==> config.mk <==
export PLATFORM = sky130hd
export DESIGN_NAME = systick_timer_irq_injector_unit_flat
export DESIGN_NICKNAME = d
export VERILOG_FILES = /design/src/sti_pkg.sv /design/src/sti_if.sv /design/src/systick_timer_irq_injector_unit.sv /design/src/sti_ctrl.sv /design/src/sti_dpath.sv /design/src/flat_wrapper.sv
export SDC_FILE = /design/constraint.sdc
export NUM_CORES = 2
export LEC_CHECK = 0
export BUFFER_PORTS_ARGS = -buffer_cell sky130_fd_sc_hd__clkbuf_2
export CAP_MARGIN = 20
export CORE_UTILIZATION = 56
export DETAILED_ROUTE_END_ITERATION = 12
export HOLD_SLACK_MARGIN = 0.06
export PLACE_DENSITY_LB_ADDON = 0.05
export REMOVE_ABC_BUFFERS = 1
export SKIP_CTS_REPAIR_TIMING = 1
export SLEW_MARGIN = 0
export SYNTH_ARGS = -nofsm -noshare
export SYNTH_HDL_FRONTEND = slang
export SYNTH_SLANG_ARGS = --single-unit
export TNS_END_PERCENT = 5
==> constraint.sdc <==
create_clock -name clk -period 6.67 [get_ports clk]
set_clock_uncertainty 0.05 [all_clocks]
set_input_delay 0.3335 -clock clk [delete_from_list [all_inputs] [get_ports clk]]
set_output_delay 0.3335 -clock clk [all_outputs]
set_load 0.02 [all_outputs]
==> src/sti_pkg.sv <==
package sti_pkg;

  localparam int DEF_NUM_VECTORS = 64;
  localparam int VEC_W           = 6;
  localparam int MASK_W          = 48;
  localparam int CFG_IDX_W       = 3;
  localparam int DIV_STEPS       = 32;
  localparam int DIV_CNT_W       = $clog2(DIV_STEPS);

  localparam logic [VEC_W-1:0] FIRST_EXT = 6'd16;

  localparam logic [7:0] OFF_CTRL  = 8'h00;
  localparam logic [7:0] OFF_LOAD  = 8'h04;
  localparam logic [7:0] OFF_VAL   = 8'h08;
  localparam logic [7:0] OFF_CALIB = 8'h0c;

  localparam logic [15:0] RST_SCALE = 16'd1;
  localparam logic [23:0] RST_MIN   = 24'd1000;
  localparam logic [23:0] RST_MAX   = 24'hff_ffff;
  localparam logic [31:0] RST_LIMIT = 32'hffff_ffff;
  localparam logic [31:0] CNT_MAX   = 32'hffff_ffff;

  typedef enum logic [1:0] {
    OP_READ  = 2'd0,
    OP_WRITE = 2'd1,
    OP_TICK  = 2'd2
  } op_t;

  typedef enum logic [1:0] {
    ST_OK      = 2'd0,
    ST_CRASH   = 2'd1,
    ST_TIMEOUT = 2'd2
  } status_t;

  typedef enum logic [CFG_IDX_W-1:0] {
    CFG_SCALE = 3'd0,
    CFG_MIN   = 3'd1,
    CFG_MAX   = 3'd2,
    CFG_LIMIT = 3'd3,
    CFG_CALIB = 3'd4
  } cfg_idx_t;

  typedef enum logic [2:0] {
    S_IDLE,
    S_EXEC,
    S_DIV,
    S_CLAMP,
    S_MUL,
    S_DONE
  } state_t;

  typedef struct packed {
    logic [31:0]      read_data;
    logic [1:0]       status;
    logic             pend_systick;
    logic             pend_valid;
    logic [VEC_W-1:0] pend_vector;
    logic             deadline_valid;
    logic [31:0]      deadline;
  } res_t;

  typedef struct packed {
    logic load_in;
    logic exec;
    logic div_step;
    logic clamp;
    logic mul;
    logic deliver;
  } cmd_t;

  typedef struct packed {
    logic need_div;
    logic need_mul;
    logic div_last;
  } stat_t;

endpackage

==> src/sti_if.sv <==
interface sti_in_if;
  logic        valid;
  logic        ready;
  logic [1:0]  operation;
  logic [7:0]  offset;
  logic [31:0] write_data;
  logic [31:0] exec_blocks;
  logic [sti_pkg::MASK_W-1:0] irq_enabled_mask;

  modport source (
    output valid, operation, offset, write_data, exec_blocks, irq_enabled_mask,
    input  ready
  );
  modport sink (
    input  valid, operation, offset, write_data, exec_blocks, irq_enabled_mask,
    output ready
  );
endinterface

interface sti_out_if;
  logic        valid;
  logic        ready;
  logic [31:0] read_data;
  logic [1:0]  status;
  logic        pend_systick;
  logic        pend_valid;
  logic [sti_pkg::VEC_W-1:0] pend_vector;
  logic        deadline_valid;
  logic [31:0] deadline;

  modport source (
    output valid, read_data, status, pend_systick, pend_valid, pend_vector,
           deadline_valid, deadline,
    input  ready
  );
  modport sink (
    input  valid, read_data, status, pend_systick, pend_valid, pend_vector,
           deadline_valid, deadline,
    output ready
  );
endinterface

==> src/systick_timer_irq_injector_unit.sv <==
// channel | dir | payload                                         | transfer when
// in_ch   | in  | operation offset write_data exec_blocks mask    | valid && ready
// out_ch  | out | read_data status pend_* deadline_valid deadline  | valid && ready
// cfg_    | in  | cfg_index cfg_wdata                             | cfg_we
//
// one item at a time: accept, execute, deliver
// reload and current value reads add a multiply step
// reload writes run the bit-serial divider, 32 steps plus a clamp step
// a new item is taken while the previous result waits in the output register
// synchronous active-low reset restores config, timer state and control state
module systick_timer_irq_injector_unit #(
  parameter int NUM_VECTORS = sti_pkg::DEF_NUM_VECTORS
) (
  input  logic                          clk,
  input  logic                          rst_n,
  input  logic                          cfg_we,
  input  logic [sti_pkg::CFG_IDX_W-1:0] cfg_index,
  input  logic [31:0]                   cfg_wdata,
  sti_in_if.sink                        in_ch,
  sti_out_if.source                     out_ch
);

  sti_pkg::cmd_t  cmd;
  sti_pkg::stat_t stat;
  sti_pkg::res_t  res;

  sti_ctrl u_ctrl (
    .clk       (clk),
    .rst_n     (rst_n),
    .in_valid  (in_ch.valid),
    .in_ready  (in_ch.ready),
    .out_valid (out_ch.valid),
    .out_ready (out_ch.ready),
    .stat      (stat),
    .cmd       (cmd)
  );

  sti_dpath #(
    .NUM_VECTORS (NUM_VECTORS)
  ) u_dpath (
    .clk                 (clk),
    .rst_n               (rst_n),
    .cfg_we              (cfg_we),
    .cfg_index           (cfg_index),
    .cfg_wdata           (cfg_wdata),
    .in_operation        (in_ch.operation),
    .in_offset           (in_ch.offset),
    .in_write_data       (in_ch.write_data),
    .in_exec_blocks      (in_ch.exec_blocks),
    .in_irq_enabled_mask (in_ch.irq_enabled_mask),
    .cmd                 (cmd),
    .stat                (stat),
    .res_out             (res)
  );

  assign out_ch.read_data      = res.read_data;
  assign out_ch.status         = res.status;
  assign out_ch.pend_systick   = res.pend_systick;
  assign out_ch.pend_valid     = res.pend_valid;
  assign out_ch.pend_vector    = res.pend_vector;
  assign out_ch.deadline_valid = res.deadline_valid;
  assign out_ch.deadline       = res.deadline;

endmodule

==> src/sti_ctrl.sv <==
module sti_ctrl (
  input  logic           clk,
  input  logic           rst_n,
  input  logic           in_valid,
  output logic           in_ready,
  output logic           out_valid,
  input  logic           out_ready,
  input  sti_pkg::stat_t stat,
  output sti_pkg::cmd_t  cmd
);

  sti_pkg::state_t state_r, state_nxt;
  logic out_valid_r, out_valid_nxt;
  logic can_deliver;

  // output register is free when empty or being drained this cycle
  assign can_deliver = !out_valid_r || out_ready;

  always_comb begin
    state_nxt = state_r;
    unique case (state_r)
      sti_pkg::S_IDLE: begin
        if (in_valid) state_nxt = sti_pkg::S_EXEC;
      end
      sti_pkg::S_EXEC: begin
        if (stat.need_div) state_nxt = sti_pkg::S_DIV;
        else if (stat.need_mul) state_nxt = sti_pkg::S_MUL;
        else state_nxt = sti_pkg::S_DONE;
      end
      sti_pkg::S_DIV: begin
        if (stat.div_last) state_nxt = sti_pkg::S_CLAMP;
      end
      sti_pkg::S_CLAMP: state_nxt = sti_pkg::S_DONE;
      sti_pkg::S_MUL:   state_nxt = sti_pkg::S_DONE;
      sti_pkg::S_DONE: begin
        if (can_deliver) state_nxt = sti_pkg::S_IDLE;
      end
      default: state_nxt = sti_pkg::S_IDLE;
    endcase
  end

  always_comb begin
    cmd         = '0;
    in_ready    = 1'b0;
    unique case (state_r)
      sti_pkg::S_IDLE: begin
        in_ready    = 1'b1;
        cmd.load_in = in_valid;
      end
      sti_pkg::S_EXEC:  cmd.exec     = 1'b1;
      sti_pkg::S_DIV:   cmd.div_step = 1'b1;
      sti_pkg::S_CLAMP: cmd.clamp    = 1'b1;
      sti_pkg::S_MUL:   cmd.mul      = 1'b1;
      sti_pkg::S_DONE:  cmd.deliver  = can_deliver;
      default: ;
    endcase
  end

  always_comb begin
    out_valid_nxt = out_valid_r;
    if (cmd.deliver) out_valid_nxt = 1'b1;
    else if (out_ready) out_valid_nxt = 1'b0;
  end

  always_ff @(posedge clk) begin
    if (!rst_n) begin
      state_r     <= sti_pkg::S_IDLE;
      out_valid_r <= 1'b0;
    end else begin
      state_r     <= state_nxt;
      out_valid_r <= out_valid_nxt;
    end
  end

  assign out_valid = out_valid_r;

endmodule

==> src/sti_dpath.sv <==
module sti_dpath #(
  parameter int NUM_VECTORS = sti_pkg::DEF_NUM_VECTORS
) (
  input  logic                          clk,
  input  logic                          rst_n,
  input  logic                          cfg_we,
  input  logic [sti_pkg::CFG_IDX_W-1:0] cfg_index,
  input  logic [31:0]                   cfg_wdata,
  input  logic [1:0]                    in_operation,
  input  logic [7:0]                    in_offset,
  input  logic [31:0]                   in_write_data,
  input  logic [31:0]                   in_exec_blocks,
  input  logic [sti_pkg::MASK_W-1:0]    in_irq_enabled_mask,
  input  sti_pkg::cmd_t                 cmd,
  output sti_pkg::stat_t                stat,
  output sti_pkg::res_t                 res_out
);

  localparam int RING = NUM_VECTORS - int'(sti_pkg::FIRST_EXT);
  localparam int VW   = sti_pkg::VEC_W;

  // configuration
  logic [15:0] scale_r;
  logic [23:0] min_r, max_r;
  logic [31:0] limit_r, calib_r;

  // timer state
  logic          en_r, ti_r, cs_r, flag_r;
  logic          en_nxt, ti_nxt, cs_nxt, flag_nxt;
  logic [31:0]   ps_r, ps_nxt;
  logic [31:0]   tc_r, tc_nxt;
  logic [VW-1:0] nv_r, nv_nxt;
  logic [23:0]   reload_r;

  // latched item
  logic [1:0]                 op_r;
  logic [7:0]                 off_r;
  logic [31:0]                wd_r, blk_r;
  logic [sti_pkg::MASK_W-1:0] mask_r;

  sti_pkg::res_t res_r, res_nxt, out_r;

  // divider and multiplier
  logic [15:0]                   rem_r;
  logic [31:0]                   quo_r;
  logic [sti_pkg::DIV_CNT_W-1:0] cnt_r;
  logic [23:0]                   mul_a_r;
  logic [15:0]                   scale_eff;
  logic [16:0]                   rem_sh, rem_sub;
  logic                          rem_ge;
  logic [39:0]                   prod;
  logic [31:0]                   clamp_lo, clamp_hi;

  // read of current value
  logic [31:0] delta;
  logic [23:0] left;

  // vector search
  logic [RING-1:0] ring_mask, hi_mask;
  logic [VW-1:0]   start_off, hi_idx, lo_idx, sel_vec;
  logic [VW:0]     vec_inc;
  logic [VW-1:0]   vec_adv;
  logic [31:0]     tc_inc;
  logic            restart;

  assign scale_eff = (scale_r == 16'd0) ? 16'd1 : scale_r;

  always_comb begin
    stat.need_div = (op_r == sti_pkg::OP_WRITE) && (off_r == sti_pkg::OFF_LOAD);
    stat.need_mul = (op_r == sti_pkg::OP_READ) &&
                    ((off_r == sti_pkg::OFF_LOAD) || (off_r == sti_pkg::OFF_VAL));
    stat.div_last = (cnt_r == sti_pkg::DIV_CNT_W'(sti_pkg::DIV_STEPS - 1));
  end

  always_comb begin
    delta = (blk_r > ps_r) ? (blk_r - ps_r) : 32'd0;
    left  = (delta < {8'd0, reload_r}) ? 24'({8'd0, reload_r} - delta) : 24'd0;
  end

  // round-robin pick: first enabled vector at or after next_vector, else wrap
  always_comb begin
    ring_mask = mask_r[RING-1:0];
    start_off = nv_r - sti_pkg::FIRST_EXT;
    hi_idx    = '0;
    lo_idx    = '0;
    for (int i = 0; i < RING; i++) begin
      hi_mask[i] = ring_mask[i] && (VW'(i) >= start_off);
    end
    for (int i = RING - 1; i >= 0; i--) begin
      if (hi_mask[i]) hi_idx = VW'(i);
      if (ring_mask[i]) lo_idx = VW'(i);
    end
    sel_vec = ((|hi_mask) ? hi_idx : lo_idx) + sti_pkg::FIRST_EXT;
    vec_inc = {1'b0, sel_vec} + (VW+1)'(1);
    vec_adv = (vec_inc == (VW+1)'(NUM_VECTORS)) ? sti_pkg::FIRST_EXT : vec_inc[VW-1:0];
  end

  assign tc_inc = (tc_r == sti_pkg::CNT_MAX) ? tc_r : tc_r + 32'd1;

  always_comb begin
    res_nxt  = '0;
    en_nxt   = en_r;
    ti_nxt   = ti_r;
    cs_nxt   = cs_r;
    flag_nxt = flag_r;
    ps_nxt   = ps_r;
    tc_nxt   = tc_r;
    nv_nxt   = nv_r;
    restart  = 1'b0;
    case (op_r)
      sti_pkg::OP_READ: begin
        unique case (off_r)
          sti_pkg::OFF_CTRL: begin
            res_nxt.read_data = {15'd0, flag_r, 13'd0, cs_r, ti_r, en_r};
            flag_nxt          = 1'b1;
          end
          sti_pkg::OFF_LOAD, sti_pkg::OFF_VAL: ;
          sti_pkg::OFF_CALIB: res_nxt.read_data = calib_r;
          default: res_nxt.status = sti_pkg::ST_CRASH;
        endcase
      end
      sti_pkg::OP_WRITE: begin
        unique case (off_r)
          sti_pkg::OFF_CTRL: begin
            restart = wd_r[0] && (!en_r || (wd_r[2] != cs_r));
            en_nxt  = wd_r[0];
            ti_nxt  = wd_r[1];
            cs_nxt  = wd_r[2];
          end
          sti_pkg::OFF_LOAD: ;
          sti_pkg::OFF_VAL: begin
            flag_nxt = 1'b0;
            restart  = 1'b1;
          end
          default: res_nxt.status = sti_pkg::ST_CRASH;
        endcase
      end
      sti_pkg::OP_TICK: begin
        res_nxt.pend_systick = ti_r;
        if (|ring_mask) begin
          res_nxt.pend_valid  = 1'b1;
          res_nxt.pend_vector = sel_vec;
          nv_nxt              = vec_adv;
        end
        tc_nxt = tc_inc;
        if (tc_inc >= limit_r) res_nxt.status = sti_pkg::ST_TIMEOUT;
        else restart = 1'b1;
      end
      default: ;
    endcase
    if (restart) begin
      ps_nxt                 = blk_r;
      res_nxt.deadline_valid = 1'b1;
      res_nxt.deadline       = blk_r + {8'd0, reload_r};
    end
  end

  always_ff @(posedge clk) begin
    if (!rst_n) begin
      scale_r <= sti_pkg::RST_SCALE;
      min_r   <= sti_pkg::RST_MIN;
      max_r   <= sti_pkg::RST_MAX;
      limit_r <= sti_pkg::RST_LIMIT;
      calib_r <= 32'd0;
    end else if (cfg_we) begin
      case (cfg_index)
        sti_pkg::CFG_SCALE: scale_r <= cfg_wdata[15:0];
        sti_pkg::CFG_MIN:   min_r   <= cfg_wdata[23:0];
        sti_pkg::CFG_MAX:   max_r   <= cfg_wdata[23:0];
        sti_pkg::CFG_LIMIT: limit_r <= cfg_wdata;
        sti_pkg::CFG_CALIB: calib_r <= cfg_wdata;
        default: ;
      endcase
    end
  end

  always_comb begin
    clamp_lo = (quo_r < {8'd0, min_r}) ? {8'd0, min_r} : quo_r;
    clamp_hi = (clamp_lo > {8'd0, max_r}) ? {8'd0, max_r} : clamp_lo;
  end

  always_ff @(posedge clk) begin
    if (!rst_n) begin
      en_r     <= 1'b0;
      ti_r     <= 1'b0;
      cs_r     <= 1'b0;
      flag_r   <= 1'b0;
      ps_r     <= 32'd0;
      tc_r     <= 32'd0;
      nv_r     <= sti_pkg::FIRST_EXT;
      reload_r <= sti_pkg::RST_MIN;
    end else begin
      if (cmd.exec) begin
        en_r   <= en_nxt;
        ti_r   <= ti_nxt;
        cs_r   <= cs_nxt;
        flag_r <= flag_nxt;
        ps_r   <= ps_nxt;
        tc_r   <= tc_nxt;
        nv_r   <= nv_nxt;
      end
      if (cmd.clamp) reload_r <= clamp_hi[23:0];
    end
  end

  // restoring divide, one quotient bit per cycle
  always_comb begin
    rem_sh  = {rem_r, quo_r[31]};
    rem_sub = rem_sh - {1'b0, scale_eff};
    rem_ge  = (rem_sh >= {1'b0, scale_eff});
  end

  assign prod = 40'(mul_a_r) * 40'(scale_eff);

  always_ff @(posedge clk) begin
    if (cmd.load_in) begin
      op_r   <= in_operation;
      off_r  <= in_offset;
      wd_r   <= in_write_data;
      blk_r  <= in_exec_blocks;
      mask_r <= in_irq_enabled_mask;
    end
    if (cmd.exec) begin
      res_r   <= res_nxt;
      mul_a_r <= (off_r == sti_pkg::OFF_LOAD) ? reload_r : left;
      rem_r   <= 16'd0;
      quo_r   <= wd_r;
      cnt_r   <= '0;
    end
    if (cmd.div_step) begin
      rem_r <= rem_ge ? rem_sub[15:0] : rem_sh[15:0];
      quo_r <= {quo_r[30:0], rem_ge};
      cnt_r <= cnt_r + sti_pkg::DIV_CNT_W'(1);
    end
    if (cmd.mul) res_r.read_data <= {8'd0, prod[23:0]};
    if (cmd.deliver) out_r <= res_r;
  end

  assign res_out = out_r;

endmodule
==> src/flat_wrapper.sv <==
// flat-port wrapper written by rule: the top's interface ports become plain ports
module systick_timer_irq_injector_unit_flat 
#(
  parameter int NUM_VECTORS = sti_pkg::DEF_NUM_VECTORS
)
  (clk, rst_n, cfg_we, cfg_index, cfg_wdata, in_ch_valid, in_ch_operation, in_ch_offset, in_ch_write_data, in_ch_exec_blocks, in_ch_irq_enabled_mask, in_ch_ready, out_ch_valid, out_ch_read_data, out_ch_status, out_ch_pend_systick, out_ch_pend_valid, out_ch_pend_vector, out_ch_deadline_valid, out_ch_deadline, out_ch_ready);
  sti_in_if in_ch_i ();
  sti_out_if out_ch_i ();
  input  logic clk;
  input  logic rst_n;
  input  logic cfg_we;
  input  logic [sti_pkg::CFG_IDX_W-1:0] cfg_index;
  input  logic [31:0] cfg_wdata;
  input wire logic [$bits(in_ch_i.valid)-1:0] in_ch_valid;
  input wire logic [$bits(in_ch_i.operation)-1:0] in_ch_operation;
  input wire logic [$bits(in_ch_i.offset)-1:0] in_ch_offset;
  input wire logic [$bits(in_ch_i.write_data)-1:0] in_ch_write_data;
  input wire logic [$bits(in_ch_i.exec_blocks)-1:0] in_ch_exec_blocks;
  input wire logic [$bits(in_ch_i.irq_enabled_mask)-1:0] in_ch_irq_enabled_mask;
  output wire logic [$bits(in_ch_i.ready)-1:0] in_ch_ready;
  output wire logic [$bits(out_ch_i.valid)-1:0] out_ch_valid;
  output wire logic [$bits(out_ch_i.read_data)-1:0] out_ch_read_data;
  output wire logic [$bits(out_ch_i.status)-1:0] out_ch_status;
  output wire logic [$bits(out_ch_i.pend_systick)-1:0] out_ch_pend_systick;
  output wire logic [$bits(out_ch_i.pend_valid)-1:0] out_ch_pend_valid;
  output wire logic [$bits(out_ch_i.pend_vector)-1:0] out_ch_pend_vector;
  output wire logic [$bits(out_ch_i.deadline_valid)-1:0] out_ch_deadline_valid;
  output wire logic [$bits(out_ch_i.deadline)-1:0] out_ch_deadline;
  input wire logic [$bits(out_ch_i.ready)-1:0] out_ch_ready;
  assign in_ch_i.valid = in_ch_valid;
  assign in_ch_i.operation = in_ch_operation;
  assign in_ch_i.offset = in_ch_offset;
  assign in_ch_i.write_data = in_ch_write_data;
  assign in_ch_i.exec_blocks = in_ch_exec_blocks;
  assign in_ch_i.irq_enabled_mask = in_ch_irq_enabled_mask;
  assign in_ch_ready = in_ch_i.ready;
  assign out_ch_valid = out_ch_i.valid;
  assign out_ch_read_data = out_ch_i.read_data;
  assign out_ch_status = out_ch_i.status;
  assign out_ch_pend_systick = out_ch_i.pend_systick;
  assign out_ch_pend_valid = out_ch_i.pend_valid;
  assign out_ch_pend_vector = out_ch_i.pend_vector;
  assign out_ch_deadline_valid = out_ch_i.deadline_valid;
  assign out_ch_deadline = out_ch_i.deadline;
  assign out_ch_i.ready = out_ch_ready;
  systick_timer_irq_injector_unit #(.NUM_VECTORS(NUM_VECTORS)) u_core (.clk(clk), .rst_n(rst_n), .cfg_we(cfg_we), .cfg_index(cfg_index), .cfg_wdata(cfg_wdata), .in_ch(in_ch_i), .out_ch(out_ch_i));
endmodule
Word-level counts from Yosys, hierarchy flattened
Cells that the tools add are included.
{"block": "classes", "order_cmp": 54, "n_addsub": 9, "mul": 1, "n_mux": 144, "n_reduce_logical": 82, "eq_ne": 23}
{"operator": "$mux 6", "count": 98}
{"operator": "$mux 32", "count": 6}
{"operator": "$ge 5x6->1 const A", "count": 16}
{"operator": "$ge 6x6->1 const A", "count": 16}
{"operator": "$mux 24", "count": 4}
{"operator": "$reduce_or 48->1", "count": 2}
{"operator": "$mux 67", "count": 1}
{"operator": "$lt 32x24->1", "count": 2}
{"operator": "$mux 16", "count": 4}
{"operator": "$pmux 32 s2", "count": 1}
{"operator": "$logic_and 1x1->1", "count": 51}
{"operator": "$ge 4x6->1 const A", "count": 8}
{"operator": "$mux 33", "count": 1}
{"operator": "$add 32x1->32 const B", "count": 1}
{"operator": "$add 32x24->32", "count": 1}
{"operator": "$eq 32x32->1 const B", "count": 1}
{"operator": "$ge 32x32->1", "count": 1}
{"operator": "$gt 32x24->1", "count": 1}
{"operator": "$gt 32x32->1", "count": 1}
{"operator": "$sub 32x32->32", "count": 1}
{"operator": "$ge 3x6->1 const A", "count": 4}
{"operator": "$mul 24x16->24", "count": 1}
{"operator": "$sub 24x24->24", "count": 1}
{"operator": "$ge 17x16->1", "count": 1}
{"operator": "other kinds (41)", "count": 89}
{"block": "totals", "output_inout_bits": 77, "elab_cells": 352, "reg_bits": 579, "in_bits": 162}

Longest topological paths before layout
{"block": "logic_depth", "ltp_word": 57, "ltp_mapped": 27, "depth_no_buf": 26}

By module
Synthesis repeated with hierarchy kept, for this count alone.
{"block": "unflattened", "hier_cells": 4298, "area_unflattened_um2": 40443.8}
{"module": "sti_dpath", "cells_per_inst": 4264, "area_per_inst_um2": 40139.7, "seq_area_each_um2": 14924.3, "instances": 1}
{"module": "sti_ctrl", "cells_per_inst": 34, "area_per_inst_um2": 304.0, "seq_area_each_um2": 80.1, "instances": 1}

Least setup slack after synthesis
OpenSTA, ideal clock, no wires.
{"block": "synth_path", "kind": "register -> register", "start": "register u_core.u_dpath.mul_a_r[5]", "end": "register u_core.u_dpath.res_r[66] in the netlist's numbering, data pin", "t_required_ns": 6.359, "arrival_ns": 5.892, "slack_ns": 0.467, "synth_period_minus_slack_ns": 6.203, "n_path_buf": 1, "stages_incl_launch_ff": 21, "cell_sequence": "edfxtp_1 clkbuf_1 nand2_1 fa_1 inv_1 fa_1 inv_1 fa_1 fa_1 inv_1 fa_1 fa_1 ha_1 and2_1 o21ai_0 o21ai_0 o41a_1 a21o_1 a41oi_1 a21oi_1 a221o_1"}
{"block": "synth_via", "elab_chain_len": 2}
{"element": "start, declared", "line": "sti_dpath.sv:47", "rtl": "logic [23:0] mul_a_r;"}
{"element": "start signal, assigned", "line": "sti_dpath.sv:225", "rtl": "mul_a_r <= (off_r == sti_pkg::OFF_LOAD) ? reload_r : left;"}
{"element": "$mul 24x16->24", "line": "sti_dpath.sv:213", "rtl": "assign prod = 40'(mul_a_r) * 40'(scale_eff);"}
{"element": "$mux 24", "line": "sti_dpath.sv:235", "rtl": "if (cmd.mul) res_r.read_data <= {8'd0, prod[23:0]};"}
{"element": "end signal, assigned", "line": "sti_dpath.sv:224", "rtl": "res_r <= res_nxt;"}
{"element": "end, declared", "line": "sti_dpath.sv:41", "rtl": "sti_pkg::res_t res_r, res_nxt, out_r;"}
Every way passes these cells.
A chain may end at the register's enable or synchronous reset.

Worst setup path after layout
{"block": "layout_path", "start": "register u_core.u_dpath.mul_a_r[6]", "end": "register u_core.u_dpath.res_r[66] in the netlist's numbering, data pin"}
The elaborated chain is that of the path after synthesis.

==> reports/results.ini <==
[status]
outcome = finished clean

[layout]
syn_to_final_growth_pct = 14.6
design_area_um2 = 45100
final_common_cell = nand2_1
final_cell_mix = nand2_1, inv_1, edfxtp_1
num-nets-final = 5164
utilization_pct = 65.3
fill_cells = 5770
drive_gt1_share_pct = 10.2

[synth]
syn_inst = 4208
async_flop_share_pct = 0
synth-seq-cells = 579
synth-edff-count = 341
syn_area_per_cell_um2 = 9.34
synth-seq-area-share_pct = 38.2
ys.warnings.count = 0
netlist_area_um2 = 39300
synth_cell_type_count = 92
synth_flop_cell = edfxtp_1

[min_path]
hold_class = in2reg
hold_start = cfg_wdata[20]

[clocking]
insertion_delay_ns = 0.66
root_buffer = clkbuf_16
htree_levels = 2
cts_buffers = 59
clock_sinks = 579
cts.path.max_buffers = 3
path_clk_slew_ns = 0.07
cts_tree = built

[detailed_routing]
drc = 0
wirelength_um = 107000
ant_nets = 0
num_vias = 31300
dr.pass1.iters = 6
drt-initial-drc-count = 2522
post_drt_wl_per_cell_um = 19.4
via_per_inst = 5.66

[worst_setup_path]
cp.arrival_ns = 6.64
crit_type = reg2reg
cp-end-kind = register
cp_max_fo = 6
setup.worst_path.start = u_core.u_dpath.mul_a_r[6]
cp.required_ns = 7.00
r2r_start = u_core.u_dpath.mul_a_r[6]
start_kind = register

[floorplan]
std_cell_rows = 96
die_x_um = 267
io_pins = 239
start_util_pct = 56.9
fp.dieH_um = 267
core-area_um2 = 69100
die_area_um2 = 71300

[global_route]
grt_first_pass_wirelength_um = 163000
overflow = 0
antenna_found_initial = 6
grt_pass1_vias = 28900
grt_max_degree = 111
grtUsageTotal_pct = 29.5

[power]
peakVddDrop_mv = 0.238
p_leak_uw = 0.0192
internal-power_uw = 6880
total_power_uw = 9750
powerDensity_nw_per_um2 = 216
power.switching_uw = 2870
switching_share_pct = 29.4
comb_power_share_pct = 20.7
clockPowerShare_pct = 35.8
pwr-share-seq_pct = 43.5

[place]
dpl-instance-area_um2 = 41600
io_buffers = 238
post-dp-hpwl_um = 80500
place_congestion = 0.959

[timing]
timing.final.crit_share_pct = 94.6
max_slew.worst_pin.slew_ns = 1.05
finalMaxSlewViolations = 0
fin_crit_ns = 6.31
hold_viol_final = 0
setup_viol = 0
rsz0062_at_grt = false
fmax_mhz = 158
slew_headroom_pct = 29.9

[run]
maxCapViolCount = 0

[through the flow]
step | TNS, ns | hold slack (ns) | cells | setup slack [ns]
after global placement | 0 | 0.350 | 5265 | 0.321
after detailed placement | 0 | 0.355 | 5266 | 0.198
final | 0 | 0.0599 | 5521 | 0.358
after floorplan | -24.25 | 0.350 | 4030 | -0.758
after global routing | 0 | 0.0590 | 5520 | 0.0172
after CTS | 0 | -0.246 | 5376 | 0.182
[per-layer routing]
| metal | vias up | routed length (um) | GRT usage, % |
|---|---|---|---|
| met5 | - | 26 | 0 |
| met4 | 4 | 2960 | 8.57 |
| met3 | 158 | 7840 | 4.11 |
| met2 | 1029 | 48900 | 46.3 |
| met1 | 15000 | 47600 | 42.4 |
| li1 | 15100 | - | - |
[flip-flops by register name, summed over array words and instances, names as in the netlist, 24 cells and up]
register and flops:
u_core.u_dpath.min_r 24, u_core.u_dpath.limit_r 32, u_core.u_dpath.res_r 75, u_core.u_dpath.reload_r 24
u_core.u_dpath.res_out 75, u_core.u_dpath.blk_r 32, u_core.u_dpath.ps_r 32, u_core.u_dpath.calib_r 32
u_core.u_dpath.wd_r 32, u_core.u_dpath.mul_a_r 24, u_core.u_dpath.tc_r 32, u_core.u_dpath.max_r 24
u_core.u_dpath.quo_r 32, u_core.u_dpath.mask_r 48
[final cells by class]
cell class	count	area [um2]	share of cell area (%)
Antenna cell	3	7.51	0.0167
Clock buffer	73	1600	3.55
Clock inverter	37	454	1.01
Inverter	477	1790	3.97
Multi-Input combinational cell	2974	21900	48.6
Sequential cell	579	15000	33.3
Tap cell	931	1160	2.58
Timing Repair Buffer	447	3150	6.98
[critical path, stage by stage (launching register included)]
cell       delay, ns
edfxtp_1        0.48
and2_1          0.21
fa_1            0.53
fa_1            0.43
ha_1            0.23
fa_1            0.53
inv_1           0.05
fa_1            0.46
fa_1            0.54
inv_1           0.04
ha_1            0.33
and2_1          0.17
a2111oi_1       0.45
o21ai_0         0.22
o41a_1          0.38
a21o_1          0.22
a41oi_2         0.25
a21oi_1         0.13
a221o_1         0.33
[final timing paths]
kind	endpoint	slack (ns)	cells after the start
setup / recovery	u_core.u_dpath.res_r[66]	0.36	18
hold / removal	u_core.u_dpath.calib_r[20]	0.06	3
setup reg to reg	u_core.u_dpath.res_r[66]	0.36	18
hold reg to reg	u_core.u_dpath.res_out[13]	0.37	0
[power by group through the flow]
stage	Combinational [uW]	Clock (uW)	Sequential [uW]
2_1_floorplan	1300	0	4290
3_3_place_gp	1910	0	4310
3_5_place_dp	1930	0	4310
4_1_cts	1940	3550	4240
5_1_grt	2250	3680	4260
6_report	2020	3490	4240
[kinds of logic after synthesis]
| kind of cell | after synthesis | share of synthesized area (%) |
|---|---|---|
| adder cells (fa/ha/maj) | 467 | 18.6 |
| AO/OA/AOI/OAI | 790 | 13.9 |
| XOR/XNOR | 171 | 3.81 |
| flip-flops | 579 | 38.2 |
| multiplexers | 77 | 1.99 |
| buffers and inverters | 655 | 6.31 |
| AND/OR/NAND/NOR | 1469 | 17.3 |
[synthesized netlist by cell type, types with 76 or more instances]
cell type  number  share of area, %
fa_1          196                10
a21oi_1       135               1.7
o21ai_0       137               1.7
inv_1         474               4.5
dfxtp_1       238                12
nand3_1        91               1.2
o211ai_1       76               1.5
a21boi_0       83               1.6
and2_1        125               2.0
nor2_1        212               2.0
clkbuf_1      156               1.5
nand2_1       719               6.9
xnor2_1       112               2.5
edfxtp_1      341                26
ha_1          268               8.5
Power figures use the tool's default switching activity.
